--- src/hw/rtl/touch_pad_gesture_decoder_core_macros.svh ---
// ----------------------------------------------------------------------------
// touch pad gesture decoder assertion macros
// shared concurrent assertion forms, reset disables checking
// ----------------------------------------------------------------------------
`ifndef TOUCH_PAD_GESTURE_DECODER_CORE_MACROS_SVH
`define TOUCH_PAD_GESTURE_DECODER_CORE_MACROS_SVH

// consequent in the same cycle
`define TPG_ASSERT_SAME(lbl, ante, cons, msg) \
  lbl: assert property (@(posedge clk) disable iff (!rst_n) (ante) |-> (cons)) else $error(msg);

// consequent in the next cycle
`define TPG_ASSERT_NEXT(lbl, ante, cons, msg) \
  lbl: assert property (@(posedge clk) disable iff (!rst_n) (ante) |=> (cons)) else $error(msg);

`endif

--- src/hw/rtl/tpg_pkg.sv ---
// ----------------------------------------------------------------------------
// tpg_pkg
// shared types and constants of the touch pad gesture decoder
// ----------------------------------------------------------------------------
`timescale 1ns / 1ps
`default_nettype none

package tpg_pkg;

  localparam int NUM_PADS = 4;
  localparam int LEVEL_W  = 4;
  localparam int PAD_W    = 2;
  localparam int POS_W    = 16;
  localparam int CNT_W    = 8;
  localparam int DEB_W    = 4;

  localparam logic [LEVEL_W-1:0] PAD_MASK =
    (NUM_PADS >= LEVEL_W) ? {LEVEL_W{1'b1}} : LEVEL_W'((1 << NUM_PADS) - 1);

  localparam logic [DEB_W-1:0] DEBOUNCE_RST = DEB_W'(2);
  localparam logic [CNT_W-1:0] LONG_RST     = CNT_W'(100);
  localparam logic [CNT_W-1:0] WINDOW_RST   = CNT_W'(20);
  localparam logic [POS_W-1:0] POS_RST      = POS_W'(1000);

  localparam int Q_DEPTH = 4;
  localparam int Q_AW    = 2;
  localparam int Q_CW    = 3;

  typedef enum logic [2:0] {
    GEST_LONG   = 3'd0,
    GEST_DOUBLE = 3'd1,
    GEST_SINGLE = 3'd2,
    GEST_UP     = 3'd3,
    GEST_DOWN   = 3'd4
  } gesture_t;

  typedef enum logic [1:0] {
    CFG_DEBOUNCE       = 2'd0,
    CFG_LONG_PRESS     = 2'd1,
    CFG_DOUBLE_WINDOW  = 2'd2,
    CFG_POSITION_START = 2'd3
  } cfg_idx_t;

  typedef struct packed {
    logic [DEB_W-1:0] debounce_ticks;
    logic [CNT_W-1:0] long_press_ticks;
    logic [CNT_W-1:0] double_window_ticks;
    logic             pos_load;
    logic [POS_W-1:0] pos_value;
  } cfg_t;

  typedef struct packed {
    logic [PAD_W-1:0] pad_index;
    gesture_t         gesture;
    logic [POS_W-1:0] position;
    logic             hold_lamp;
    logic             double_lamp;
    logic             last_event;
  } result_t;

endpackage

`default_nettype wire

--- src/hw/rtl/touch_pad_gesture_decoder_core.sv ---
// ----------------------------------------------------------------------------
// touch_pad_gesture_decoder_core
// decodes long press, double click, single click and slide gestures from
// one tick of touch pad levels per input transaction
//
// channel  direction  ports
// in       input      in_valid, in_ready, in_pad_levels
// out      output     out_valid, out_ready, out_pad_index .. out_last_event
// cfg      input      cfg_valid, cfg_ready, cfg_index, cfg_data
//
// one tick is decoded in the cycle it is accepted; a tick may emit 0 to 2 results
// results leave through a 4 entry queue at one per cycle while out_ready is high
// in_ready drops while fewer than two queue entries are free
// cfg_ready is always high; synchronous active low reset, no clearing pass
// ----------------------------------------------------------------------------
`timescale 1ns / 1ps
`default_nettype none

`include "touch_pad_gesture_decoder_core_macros.svh"

module touch_pad_gesture_decoder_core
  import tpg_pkg::*;
(
  input  wire logic               clk,
  input  wire logic               rst_n,
  input  wire logic               in_valid,
  output logic                    in_ready,
  input  wire logic [LEVEL_W-1:0] in_pad_levels,
  output logic                    out_valid,
  input  wire logic               out_ready,
  output logic [PAD_W-1:0]        out_pad_index,
  output logic [2:0]              out_gesture,
  output logic [POS_W-1:0]        out_position,
  output logic                    out_hold_lamp,
  output logic                    out_double_lamp,
  output logic                    out_last_event,
  input  wire logic               cfg_valid,
  output logic                    cfg_ready,
  input  wire logic [1:0]         cfg_index,
  input  wire logic [POS_W-1:0]   cfg_data
);

  cfg_t       cfg;
  logic [1:0] res_cnt;
  result_t    res0;
  result_t    res1;
  result_t    head;
  logic       accept;
  logic       room2;

  assign in_ready = room2;
  assign accept   = in_valid && in_ready;

  tpg_cfg_regs u_cfg (
    .clk       (clk),
    .rst_n     (rst_n),
    .cfg_valid (cfg_valid),
    .cfg_ready (cfg_ready),
    .cfg_index (cfg_index),
    .cfg_data  (cfg_data),
    .cfg       (cfg)
  );

  tpg_decode u_decode (
    .clk        (clk),
    .rst_n      (rst_n),
    .item_vld   (accept),
    .pad_levels (in_pad_levels),
    .cfg        (cfg),
    .res_cnt    (res_cnt),
    .res0       (res0),
    .res1       (res1)
  );

  tpg_result_queue u_queue (
    .clk       (clk),
    .rst_n     (rst_n),
    .push_cnt  (accept ? res_cnt : 2'd0),
    .push0     (res0),
    .push1     (res1),
    .pop       (out_valid && out_ready),
    .head      (head),
    .not_empty (out_valid),
    .room2     (room2)
  );

  assign out_pad_index   = head.pad_index;
  assign out_gesture     = head.gesture;
  assign out_position    = head.position;
  assign out_hold_lamp   = head.hold_lamp;
  assign out_double_lamp = head.double_lamp;
  assign out_last_event  = head.last_event;

  // a result that is not the last of its tick is always followed by another
  `TPG_ASSERT_NEXT(a_pair_follows, out_valid && !out_last_event, out_valid, "second result missing")

  // only a slide up opens a pair, and the slide down after it steps back
  `TPG_ASSERT_SAME(a_pair_is_up, out_valid && !out_last_event, out_gesture == GEST_UP, "pair not opened by slide up")
  `TPG_ASSERT_NEXT(a_pair_down, out_valid && out_ready && !out_last_event, out_gesture == GEST_DOWN && out_position == $past(out_position) - 16'd1 && out_last_event, "slide pair mismatch")

endmodule

`default_nettype wire

--- src/hw/rtl/tpg_cfg_regs.sv ---
// ----------------------------------------------------------------------------
// tpg_cfg_regs
// configuration registers, position start write raises a load strobe
// ----------------------------------------------------------------------------
`timescale 1ns / 1ps
`default_nettype none

module tpg_cfg_regs
  import tpg_pkg::*;
(
  input  wire logic             clk,
  input  wire logic             rst_n,
  input  wire logic             cfg_valid,
  output logic                  cfg_ready,
  input  wire logic [1:0]       cfg_index,
  input  wire logic [POS_W-1:0] cfg_data,
  output cfg_t                  cfg
);

  logic [DEB_W-1:0] debounce_r;
  logic [CNT_W-1:0] long_r;
  logic [CNT_W-1:0] window_r;
  logic             wr;
  cfg_idx_t         idx;

  assign cfg_ready = 1'b1;
  assign wr        = cfg_valid && cfg_ready;
  assign idx       = cfg_idx_t'(cfg_index);

  always_ff @(posedge clk) begin
    if (!rst_n) begin
      debounce_r <= DEBOUNCE_RST;
      long_r     <= LONG_RST;
      window_r   <= WINDOW_RST;
    end else if (wr) begin
      case (idx)
        CFG_DEBOUNCE:      debounce_r <= cfg_data[DEB_W-1:0];
        CFG_LONG_PRESS:    long_r     <= cfg_data[CNT_W-1:0];
        CFG_DOUBLE_WINDOW: window_r   <= cfg_data[CNT_W-1:0];
        default: ;
      endcase
    end
  end

  always_comb begin
    cfg.debounce_ticks      = debounce_r;
    cfg.long_press_ticks    = long_r;
    cfg.double_window_ticks = window_r;
    cfg.pos_load            = wr && (idx == CFG_POSITION_START);
    cfg.pos_value           = cfg_data;
  end

endmodule

`default_nettype wire

--- src/hw/rtl/tpg_decode.sv ---
// ----------------------------------------------------------------------------
// tpg_decode
// gesture state machine, one tick per transaction, up to two results
// ----------------------------------------------------------------------------
`timescale 1ns / 1ps
`default_nettype none

module tpg_decode
  import tpg_pkg::*;
(
  input  wire logic               clk,
  input  wire logic               rst_n,
  input  wire logic               item_vld,
  input  wire logic [LEVEL_W-1:0] pad_levels,
  input  wire cfg_t               cfg,
  output logic [1:0]              res_cnt,
  output result_t                 res0,
  output result_t                 res1
);

  typedef enum logic [2:0] {
    PH_IDLE     = 3'd0,
    PH_DEBOUNCE = 3'd1,
    PH_HOLD     = 3'd2,
    PH_WINDOW   = 3'd3,
    PH_WAIT     = 3'd4
  } phase_t;

  phase_t           phase_r, phase_nxt;
  logic [PAD_W-1:0] active_pad_r, active_pad_nxt;
  logic [CNT_W-1:0] hold_cnt_r, hold_cnt_nxt;
  logic [CNT_W-1:0] win_cnt_r, win_cnt_nxt;
  logic             slide_seen_r, slide_seen_nxt;
  logic [POS_W-1:0] position_r, position_nxt;
  logic             hold_lamp_r, hold_lamp_nxt;
  logic             dbl_lamp_r, dbl_lamp_nxt;

  logic [LEVEL_W-1:0] levels;
  logic               own;
  logic               up;
  logic               down;
  logic [PAD_W:0]     up_idx;
  logic [PAD_W-1:0]   first_pad;

  function automatic result_t mk_res(input logic [PAD_W-1:0] pad, input gesture_t g,
                                     input logic [POS_W-1:0] pos, input logic hl,
                                     input logic dl, input logic last);
    result_t r;
    r.pad_index   = pad;
    r.gesture     = g;
    r.position    = pos;
    r.hold_lamp   = hl;
    r.double_lamp = dl;
    r.last_event  = last;
    return r;
  endfunction

  assign levels = pad_levels & PAD_MASK;
  assign own    = levels[active_pad_r];
  assign up_idx = {1'b0, active_pad_r} + (PAD_W+1)'(1);
  assign up     = (int'(up_idx) < NUM_PADS) && (int'(up_idx) < LEVEL_W)
                  && levels[up_idx[PAD_W-1:0]];
  assign down   = (active_pad_r != '0) && levels[active_pad_r - PAD_W'(1)];

  // lowest touched pad
  always_comb begin
    first_pad = '0;
    for (int i = LEVEL_W - 1; i >= 0; i--) begin
      if (levels[i]) begin
        first_pad = PAD_W'(i);
      end
    end
  end

  always_comb begin
    logic [CNT_W-1:0] hold_inc;
    logic [CNT_W-1:0] win_inc;
    logic [POS_W-1:0] pos_up;
    logic [POS_W-1:0] pos_dn;
    hold_inc       = hold_cnt_r + CNT_W'(1);
    win_inc        = win_cnt_r + CNT_W'(1);
    pos_up         = position_r + POS_W'(1);
    pos_dn         = position_r - POS_W'(1);
    phase_nxt      = phase_r;
    active_pad_nxt = active_pad_r;
    hold_cnt_nxt   = hold_cnt_r;
    win_cnt_nxt    = win_cnt_r;
    slide_seen_nxt = slide_seen_r;
    position_nxt   = position_r;
    hold_lamp_nxt  = hold_lamp_r;
    dbl_lamp_nxt   = dbl_lamp_r;
    res_cnt        = 2'd0;
    res0           = '0;
    res1           = '0;
    case (phase_r)
      PH_DEBOUNCE: begin
        if (!own) begin
          phase_nxt = PH_IDLE;
        end else begin
          hold_cnt_nxt = hold_inc;
          if (hold_inc >= {{(CNT_W-DEB_W){1'b0}}, cfg.debounce_ticks}) begin
            hold_cnt_nxt = '0;
            phase_nxt    = PH_HOLD;
          end
        end
      end
      PH_HOLD: begin
        if (own) begin
          hold_cnt_nxt = hold_inc;
          if (hold_inc >= cfg.long_press_ticks) begin
            hold_lamp_nxt = 1'b1;
            res_cnt       = 2'd1;
            res0 = mk_res(active_pad_r, GEST_LONG, position_r, 1'b1, dbl_lamp_r, 1'b1);
            phase_nxt     = PH_WAIT;
          end
        end else if (up && down) begin
          slide_seen_nxt = 1'b1;
          res_cnt        = 2'd2;
          res0 = mk_res(active_pad_r, GEST_UP, pos_up, hold_lamp_r, dbl_lamp_r, 1'b0);
          res1 = mk_res(active_pad_r, GEST_DOWN, position_r, hold_lamp_r, dbl_lamp_r, 1'b1);
          phase_nxt      = PH_IDLE;
        end else if (up) begin
          slide_seen_nxt = 1'b1;
          position_nxt   = pos_up;
          res_cnt        = 2'd1;
          res0 = mk_res(active_pad_r, GEST_UP, pos_up, hold_lamp_r, dbl_lamp_r, 1'b1);
          phase_nxt      = PH_IDLE;
        end else if (down) begin
          slide_seen_nxt = 1'b1;
          position_nxt   = pos_dn;
          res_cnt        = 2'd1;
          res0 = mk_res(active_pad_r, GEST_DOWN, pos_dn, hold_lamp_r, dbl_lamp_r, 1'b1);
          phase_nxt      = PH_IDLE;
        end else begin
          win_cnt_nxt = '0;
          phase_nxt   = PH_WINDOW;
        end
      end
      PH_WINDOW: begin
        if (own) begin
          dbl_lamp_nxt = 1'b1;
          res_cnt      = 2'd1;
          res0 = mk_res(active_pad_r, GEST_DOUBLE, position_r, hold_lamp_r, 1'b1, 1'b1);
          phase_nxt    = PH_WAIT;
        end else begin
          win_cnt_nxt = win_inc;
          if (win_inc >= cfg.double_window_ticks) begin
            if (slide_seen_r) begin
              slide_seen_nxt = 1'b0;
            end else begin
              hold_lamp_nxt = 1'b0;
              dbl_lamp_nxt  = 1'b0;
              res_cnt       = 2'd1;
              res0 = mk_res(active_pad_r, GEST_SINGLE, position_r, 1'b0, 1'b0, 1'b1);
            end
            phase_nxt = PH_IDLE;
          end
        end
      end
      PH_WAIT: begin
        if (!own) begin
          phase_nxt = PH_IDLE;
        end
      end
      default: begin
        phase_nxt = PH_IDLE;
        if (levels != '0) begin
          active_pad_nxt = first_pad;
          if (cfg.debounce_ticks <= DEB_W'(1)) begin
            hold_cnt_nxt = '0;
            phase_nxt    = PH_HOLD;
          end else begin
            hold_cnt_nxt = CNT_W'(1);
            phase_nxt    = PH_DEBOUNCE;
          end
        end
      end
    endcase
  end

  always_ff @(posedge clk) begin
    if (!rst_n) begin
      phase_r      <= PH_IDLE;
      active_pad_r <= '0;
      hold_cnt_r   <= '0;
      win_cnt_r    <= '0;
      slide_seen_r <= 1'b0;
      position_r   <= POS_RST;
      hold_lamp_r  <= 1'b0;
      dbl_lamp_r   <= 1'b0;
    end else begin
      if (cfg.pos_load) begin
        position_r <= cfg.pos_value;
      end else if (item_vld) begin
        position_r <= position_nxt;
      end
      if (item_vld) begin
        phase_r      <= phase_nxt;
        active_pad_r <= active_pad_nxt;
        hold_cnt_r   <= hold_cnt_nxt;
        win_cnt_r    <= win_cnt_nxt;
        slide_seen_r <= slide_seen_nxt;
        hold_lamp_r  <= hold_lamp_nxt;
        dbl_lamp_r   <= dbl_lamp_nxt;
      end
    end
  end

endmodule

`default_nettype wire

--- src/hw/rtl/tpg_result_queue.sv ---
// ----------------------------------------------------------------------------
// tpg_result_queue
// four entry result queue, takes up to two results and gives one per cycle while pop is high
// ----------------------------------------------------------------------------
`timescale 1ns / 1ps
`default_nettype none

module tpg_result_queue
  import tpg_pkg::*;
(
  input  wire logic    clk,
  input  wire logic    rst_n,
  input  wire logic [1:0] push_cnt,
  input  wire result_t push0,
  input  wire result_t push1,
  input  wire logic    pop,
  output result_t      head,
  output logic         not_empty,
  output logic         room2
);

  result_t          mem [Q_DEPTH];
  logic [Q_AW-1:0]  wr_ptr_r;
  logic [Q_AW-1:0]  rd_ptr_r;
  logic [Q_CW-1:0]  count_r;
  logic [Q_AW-1:0]  wr_ptr1;

  assign wr_ptr1   = wr_ptr_r + Q_AW'(1);
  assign head      = mem[rd_ptr_r];
  assign not_empty = (count_r != '0);
  assign room2     = (count_r <= Q_CW'(Q_DEPTH - 2));

  always_ff @(posedge clk) begin
    if (push_cnt != 2'd0) begin
      mem[wr_ptr_r] <= push0;
    end
    if (push_cnt == 2'd2) begin
      mem[wr_ptr1] <= push1;
    end
  end

  always_ff @(posedge clk) begin
    if (!rst_n) begin
      wr_ptr_r <= '0;
      rd_ptr_r <= '0;
      count_r  <= '0;
    end else begin
      wr_ptr_r <= wr_ptr_r + Q_AW'(push_cnt);
      if (pop) begin
        rd_ptr_r <= rd_ptr_r + Q_AW'(1);
      end
      count_r <= count_r + {1'b0, push_cnt} - {{(Q_CW-1){1'b0}}, pop};
    end
  end

endmodule

`default_nettype wire
--- config.mk ---
export PLATFORM = sky130hd
export DESIGN_NAME = touch_pad_gesture_decoder_core
export DESIGN_NICKNAME = d
export VERILOG_FILES = /design/src/hw/rtl/tpg_pkg.sv /design/src/hw/rtl/touch_pad_gesture_decoder_core.sv /design/src/hw/rtl/tpg_cfg_regs.sv /design/src/hw/rtl/tpg_decode.sv /design/src/hw/rtl/tpg_result_queue.sv
export VERILOG_INCLUDE_DIRS = /design/src /design/src/hw/rtl
export SDC_FILE = /design/constraint.sdc
export NUM_CORES = 1
export LEC_CHECK = 0
export BUFFER_PORTS_ARGS = -buffer_cell sky130_fd_sc_hd__buf_2
export CORE_MARGIN = 5
export CORE_UTILIZATION = 35
export CTS_CLUSTER_DIAMETER = 120
export CTS_CLUSTER_SIZE = 16
export DETAILED_ROUTE_END_ITERATION = 8
export GPL_ROUTABILITY_DRIVEN = 1
export MAX_ROUTING_LAYER = met4
export SYNTH_ARGS = -nofsm -noshare
export SYNTH_HDL_FRONTEND = slang
export SYNTH_HIERARCHICAL = 1
export SYNTH_SLANG_ARGS = --single-unit
--- constraint.sdc ---
create_clock -name clk -period 6.2 [get_ports clk]
set_clock_uncertainty 0.05 [all_clocks]
set_input_delay 0.62 -clock clk [delete_from_list [all_inputs] [get_ports clk]]
set_output_delay 0.62 -clock clk [all_outputs]
set_load 0.02 [all_outputs]
==> results.sh, run 1 <==
export IMPL_slew_headroom_pct=26.53
export IMPL_yosysSeqAreaShare_pct=40.11
export IMPL_finalCritPeriodShare_pct=82.01
export IMPL_io_pins=54
export IMPL_max_freq_mhz=196.7
export IMPL_p_total_w=0.003455
export IMPL_die_y_um=184.3
export IMPL_hold_path_cell_count=2
export IMPL_finalHoldViolCount=0
export IMPL_start_util_pct=35.68
export IMPL_holdPathEnd="u_cfg/long_r[3]"
export IMPL_worstSkewPairLatency_ps=430
export IMPL_cts_setup_buffers=0
export IMPL_clkTransAtPathRegs_ps=70
export IMPL_fillers=2919
export IMPL_synth_avg_cell_area_sq_um=10.48
export IMPL_path_cells="nand3_1 > nor2_1 > and3_1 > xor2_1 > ha_1 > nor2b_1 > nor4b_1 > a311o_1 > a31oi_1 > o22ai_1 > buf_4 > a21o_1 > and3_1 > and4bb_1 > buf_4 > mux2_2"
export IMPL_setup_tns_ps=0
export IMPL_slowest_stage="and4bb_1"
export IMPL_io_buffer_count=52
export IMPL_regToRegSetupSlack_ps=1120
export IMPL_wl_mm=26.94
export IMPL_fin_nets=1067
export IMPL_async_reset_ff_share_pct=0
export IMPL_fin_cells=1409
export IMPL_min_from="u_cfg/long_r[3]"
export IMPL_power_leakage_nw=4.364
export IMPL_cts_path_max_buffers=2
export IMPL_worst_pin_slew_ps=1093
export IMPL_rr_startpoint="u_decode/hold_cnt_r[4]"
export IMPL_status="finished clean"
export IMPL_setup_viol=0
export IMPL_cp_required_ps=6330
export IMPL_drt_initial_drc_count=868
export IMPL_cp_start_kind="register"
export IMPL_synth_area_sq_um=10630
export IMPL_antenna_found_initial=0
export IMPL_r2r_cells=16
export IMPL_die_x_um=184.3
export IMPL_drv_cap=0
export IMPL_p_per_area_nw_per_um2=296.8
export IMPL_htree_levels=4
export IMPL_synth_area_top_cells="edfxtp_1 (27%), dfxtp_1 (13%), mux2_2 (8.8%)"
export IMPL_fin_ws_ps=1116
export IMPL_reg2reg_to="u_queue/mem[2][7]"
export IMPL_wl_per_cell_um=19.12
export IMPL_end_kind="register"
export IMPL_yosysTopAreaCellShare_pct=27.12
export IMPL_synth_top_area_cell="edfxtp_1"
export IMPL_synth_cell_types=87
export IMPL_insertedDiodeCount=0
export IMPL_cpPeakStageDelay_ps=610
export IMPL_root_buffer="clkbuf_16"
export IMPL_cts_hold_buf=0
export IMPL_num_rows=63
export IMPL_viasPerCell=5.541
export IMPL_ys_flop_type="edfxtp_1"
export IMPL_rsz0062_at_grt="false"
export IMPL_grt_pass1_wl_mm=43.04
export IMPL_post_cts_resized=0
export IMPL_grt_max_degree=58
export IMPL_critPathKind="reg2reg"
export IMPL_hold_ws_ps=414.5
export IMPL_drive_above_1_share_pct=23.26
export IMPL_core_sq_um=29800
export IMPL_num_vias=7807
export IMPL_yosys_warnings=6
export IMPL_synth_seq_cells=165
export IMPL_crit_path_max_fanout=17
export IMPL_min_period_ps=5084
export IMPL_drtAntennaViolNets=0
export IMPL_synth_cells=1014
export IMPL_syn_to_final_growth_pct=9.511
export IMPL_cts_tree="built"
export IMPL_cts_made_buffers=17
export IMPL_synth_edf_count=96
export IMPL_dp_cells=1377
export IMPL_clock_sinks=165
export IMPL_hpwlAfterDp_mm=18.90
export IMPL_drcViolationCount=0
export IMPL_ir_worst_vdd_mv=0.1677
export IMPL_grt_use_total_pct=16.32
export IMPL_slew_violations=0
export IMPL_pre_cts_slack_ps=1142
export IMPL_drt_pass1_iter_count=5
export IMPL_fp_dieArea_sq_um=33960
export IMPL_gp_congestion=0.8935
export IMPL_overflow=0
export IMPL_holdCritPathClass="reg2reg"
export IMPL_grt_pass1_vias=7528
export IMPL_worst_ep_arrival_time_ps=5210
how the worst max path moves through the flow:
stage,start,end
2_1_floorplan,u_decode/hold_cnt_r[4],u_queue/mem[0][0]
3_3_place_gp,u_decode/hold_cnt_r[4],u_queue/mem[2][11]
3_5_place_dp,u_decode/hold_cnt_r[4],u_queue/mem[3][9]
4_1_cts,u_decode/hold_cnt_r[4],u_queue/mem[2][8]
5_1_grt,u_decode/hold_cnt_r[4],u_queue/mem[2][3]
6_report,u_decode/hold_cnt_r[4],u_queue/mem[2][7]
flip-flops by register name (all words and copies together), names as in the netlist, 2 cells and up, named ones only:
register,count
u_cfg/debounce_r,4
u_decode/phase_r,3
u_queue/wr_ptr_r,2
u_cfg/long_r,8
u_decode/hold_cnt_r,8
u_decode/win_cnt_r,8
u_queue/mem,96
u_decode/active_pad_r,2
u_queue/rd_ptr_r,2
u_queue/count_r,3
u_decode/position_r,16
u_cfg/window_r,8
through the flow:
step / area, sq um / utilization [%]
2_1_floorplan: 10630 / -
3_3_place_gp: 10990 / 36.88
3_5_place_dp: 10990 / 36.88
4_1_cts: 11640 / 39.07
5_1_grt: 11640 / 39.07
6_report: 11640 / 39.07
layout by cell type, fill, tap and decap left out, types with 6 or more instances in the layout:
cell and instances:
edfxtp_1 96, mux2_2 83, nand2_1 81, dfxtp_1 68, nor2_1 57, buf_2 52, inv_1 47, a21oi_1 45
nand3_1 35, ha_1 33, o21ai_0 31, mux4_2 27, nor3_1 25, mux2i_1 21, xnor2_1 18, clkbuf_16 17
and3_1 16, mux2_1 16, buf_4 13, xor2_1 12, and2_1 10, nor2b_1 10, a32o_1 10, o211ai_1 9
a31oi_1 9, nand4_1 9, nor4_1 8, o221ai_1 7, o31ai_1 7, nand3b_1 6, a21o_1 6, a211oi_1 6
a22o_1 6, a22oi_1 6
cells by family (layout without fill, tap and decap cells):
group / after synthesis / after routing / share of synthesized area [%]
AOI/OAI and AO/OA: 187 / 187 / 12.44
xor gates and xnor gates: 32 / 32 / 2.907
adders and majority gates: 34 / 34 / 4.073
buffers and inverters: 145 / 149 / 6.956
DFF: 165 / 165 / 40.11
muxes: 147 / 147 / 18.18
other: 2 / 3 / 0.07065
and+or+nand+nor: 302 / 302 / 15.25
cell type report:
class                      count  area [sq um]  area share, %
timing repair buffer          66         377.9          3.246
multi-input combinational    705          5665          48.67
clock inverter                15         227.7          1.956
clock buffer                  17         425.4          3.654
inverter                      51         191.4          1.644
sequential                   165          4265          36.64
tap                          390         488.0          4.192
cells in the mapped netlist, types with 4 or more instances:
cell type	count
buf_4	27
ha_1	33
a31oi_1	9
o31ai_1	8
dfxtp_1	69
edfxtp_1	96
nand3_1	35
a22oi_1	6
a211oi_1	6
nor4_1	8
a21oi_1	45
nor3_1	25
nand2_1	81
o211ai_1	9
xor2_1	12
and2_1	10
clkbuf_1	36
o221ai_1	7
a221o_1	5
nor2b_1	11
and3_1	16
mux4_2	27
mux2i_1	21
nand4b_1	4
mux2_1	16
o22ai_1	5
a21o_1	6
o21ai_0	31
a32o_1	10
nor2_1	58
nand2b_1	4
a22o_1	6
inv_1	47
nand4_1	9
buf_2	20
mux2_2	83
nand3b_1	6
or3_1	5
xnor2_1	18
nor3b_1	4
buf_6	9
and4_1	4
per-layer routing:
metal | up-vias | wire (um) | track usage, %
li1 | 3776 | - | -
met5 | - | 0 | -
met4 | 0 | 303 | 3.342
met3 | 21 | 1180 | 2.408
met1 | 3796 | 13280 | 23.62
met2 | 214 | 12180 | 24.46
critical path: cells and delay by family (launching register included):
kind | cells | cell delay [ps]
adders and majority gates | 1 | 270
and+or+nand+nor | 7 | 1930
DFF | 1 | 510
buffers and inverters | 2 | 570
muxes | 1 | 370
AOI/OAI and AO/OA | 4 | 970
xor gates and xnor gates | 1 | 160
report_power, final:
part | internal [W] | leakage (nW) | switching, W | total, W
sequential | 0.00122 | 1.48 | 0.000104 | 0.00132
combinational | 0.000389 | 2.57 | 0.000572 | 0.000961
clock | 0.000663 | 0.313 | 0.000509 | 0.00117
Power figures use the tool's default switching activity.
==> run 2: changes to the inputs <==
Clock period 6.2 ns to 4.7 ns, I/O delays scaled along.
==> run 2 against run 1 <==
Against the previous run: first-iteration DRC count shrank 10%; final cell count up 0.92%; largest cell class unchanged; sequential share of layout area down 0.36 points.
==> results.sh, run 2 (synthesis results as in run 1) <==
export IMPL_reg2reg_to="u_queue/mem[3][17]"
export IMPL_min_from="cfg_data[9]"
export IMPL_worstSkewPairLatency_ps=430
export IMPL_clock_sinks=165
export IMPL_io_buffer_count=52
export IMPL_rr_startpoint="u_decode/win_cnt_r[0]"
export IMPL_slew_violations=0
export IMPL_hpwlAfterDp_mm=18.83
export IMPL_pre_cts_slack_ps=360.9
export IMPL_r2r_cells=17
export IMPL_gp_congestion=0.8867
export IMPL_setup_viol=0
export IMPL_critPathKind="reg2reg"
export IMPL_min_period_ps=4378
export IMPL_final_common_cell="edfxtp_1"
export IMPL_layout_area_seq_sq_um=4267
export IMPL_multiInputGateArea_sq_um=5677
export IMPL_cts_path_max_buffers=2
export IMPL_drtAntennaViolNets=0
export IMPL_stdcell_area_sq_um=11760
export IMPL_worst_ep_arrival_time_ps=4510
export IMPL_die_x_um=184.3
export IMPL_drt_pass1_iter_count=5
export IMPL_hold_path_cell_count=3
export IMPL_syn_to_final_growth_pct=10.64
export IMPL_root_buffer="clkbuf_16"
export IMPL_wl_mm=27.12
export IMPL_cts_tree="built"
export IMPL_num_vias=7932
export IMPL_grt_pass1_vias=7628
export IMPL_drcViolationCount=0
export IMPL_cp_start_kind="register"
export IMPL_rsz0062_at_grt="false"
export IMPL_wl_per_cell_um=19.07
export IMPL_grt_max_degree=38
export IMPL_largest_reg_flops=96
export IMPL_core_sq_um=29800
export IMPL_finalCritPeriodShare_pct=93.14
export IMPL_cts_made_buffers=17
export IMPL_mostFrequentLayoutCells="edfxtp_1 (96), mux2_2 (83), nand2_1 (81)"
export IMPL_fin_ws_ps=322.3
export IMPL_placed_area_sq_um=11110
export IMPL_viasPerCell=5.578
export IMPL_clkTransAtPathRegs_ps=70
export IMPL_max_freq_mhz=228.4
export IMPL_overflow=0
export IMPL_top_regs="u_queue/mem (96), u_decode/position_r (16)"
export IMPL_cts_hold_buf=0
export IMPL_worst_pin_slew_ps=1006
export IMPL_end_kind="register"
export IMPL_holdPathEnd="u_decode/position_r[9]"
export IMPL_ir_worst_vdd_mv=0.2393
export IMPL_antenna_found_initial=1
export IMPL_regToRegSetupSlack_ps=320
export IMPL_drt_initial_drc_count=780
export IMPL_slew_headroom_pct=32.35
export IMPL_largest_register="u_queue/mem"
export IMPL_num_rows=63
export IMPL_p_per_area_nw_per_um2=377.9
export IMPL_finalHoldViolCount=0
export IMPL_fillers=2928
export IMPL_fp_dieArea_sq_um=33960
export IMPL_crit_path_max_fanout=12
export IMPL_io_pins=54
export IMPL_drive_above_1_share_pct=24.54
export IMPL_start_util_pct=35.68
export IMPL_power_leakage_nw=4.416
export IMPL_grt_pass1_wl_mm=43.36
export IMPL_grt_use_total_pct=16.34
export IMPL_status="finished clean"
export IMPL_htree_levels=4
export IMPL_drv_cap=0
export IMPL_cp_required_ps=4830
export IMPL_fin_nets=1079
export IMPL_die_y_um=184.3
export IMPL_holdCritPathClass="in2reg"
[run 2: worst max-delay path, cell delays in order (launching register included)]
cell	delay, ps
dfxtp_1	420
nand3_2	130
or2_2	360
nor2_1	140
xor2_1	200
ha_1	270
a211oi_1	230
o21ai_0	120
a41o_1	280
a21oi_1	180
o22ai_1	140
a21o_1	250
and3_1	210
buf_4	170
nor4bb_4	270
buf_4	190
clkbuf_16	180
mux2_2	330
[run 2: area by class of cell]
class,instances,area share (%)
flip-flops and latches,165,36.28
inverters,51,1.628
diodes,1,0.02128
multi-input cells,705,48.27
clock inverters,15,1.489
clock buffers,17,3.617
repair buffers,78,4.553
well taps,390,4.149
[run 2: per-stage QoR]
step                total power (W)  TNS, ps  hold slack [ps]  util (%)  cells
CTS                        0.004476        0            228.8     39.31   1419
finish                     0.004445        0            245.4     39.47   1422
floorplan                  0.002719    -2835            384.7         -   1015
global placement           0.003053        0            396.2     37.30   1387
global route               0.004683        0            233.0     39.47   1422
detailed placement         0.003065        0            402.1     37.30   1387
[run 2: how the worst max path moves through the flow]
stage | startpoint | to | slack, ps | cells past startpoint
6_report | u_decode/win_cnt_r[0] | u_queue/mem[3][17] | 320 | 17
5_1_grt | u_decode/win_cnt_r[0] | u_queue/mem[3][23] | 20 | 17
4_1_cts | u_decode/hold_cnt_r[2] | u_queue/mem[3][15] | 340 | 16
3_5_place_dp | u_decode/hold_cnt_r[2] | u_queue/mem[3][14] | 360 | 16
3_3_place_gp | u_decode/win_cnt_r[2] | u_queue/mem[3][13] | 460 | 16
2_1_floorplan | u_decode/hold_cnt_r[4] | u_queue/mem[0][0] | -120 | 18
[run 2: repair_timing]
action,CTS,global route
gates resized for setup,0,3
endpoints found under the setup margin,0,27
buffers inserted,0,1
[run 2: metal layers]
layer	part of all wire, %	routed length, um	track usage [%]	vias up
li1	-	-	-	3790
met1	49	13180	23.47	3880
met2	45	12160	24.59	244
met3	5.6	1530	2.842	18
met4	0.92	250	2.928	0
met5	0	0	-	-
[run 2: where the power goes]
part	switching [W]	total, W	internal, W	leakage [nW]
Combinational	0.000756	0.00129	0.000535	2.64
Clock	0.000692	0.00141	0.000719	0.290
Sequential	0.000136	0.00174	0.00161	1.48
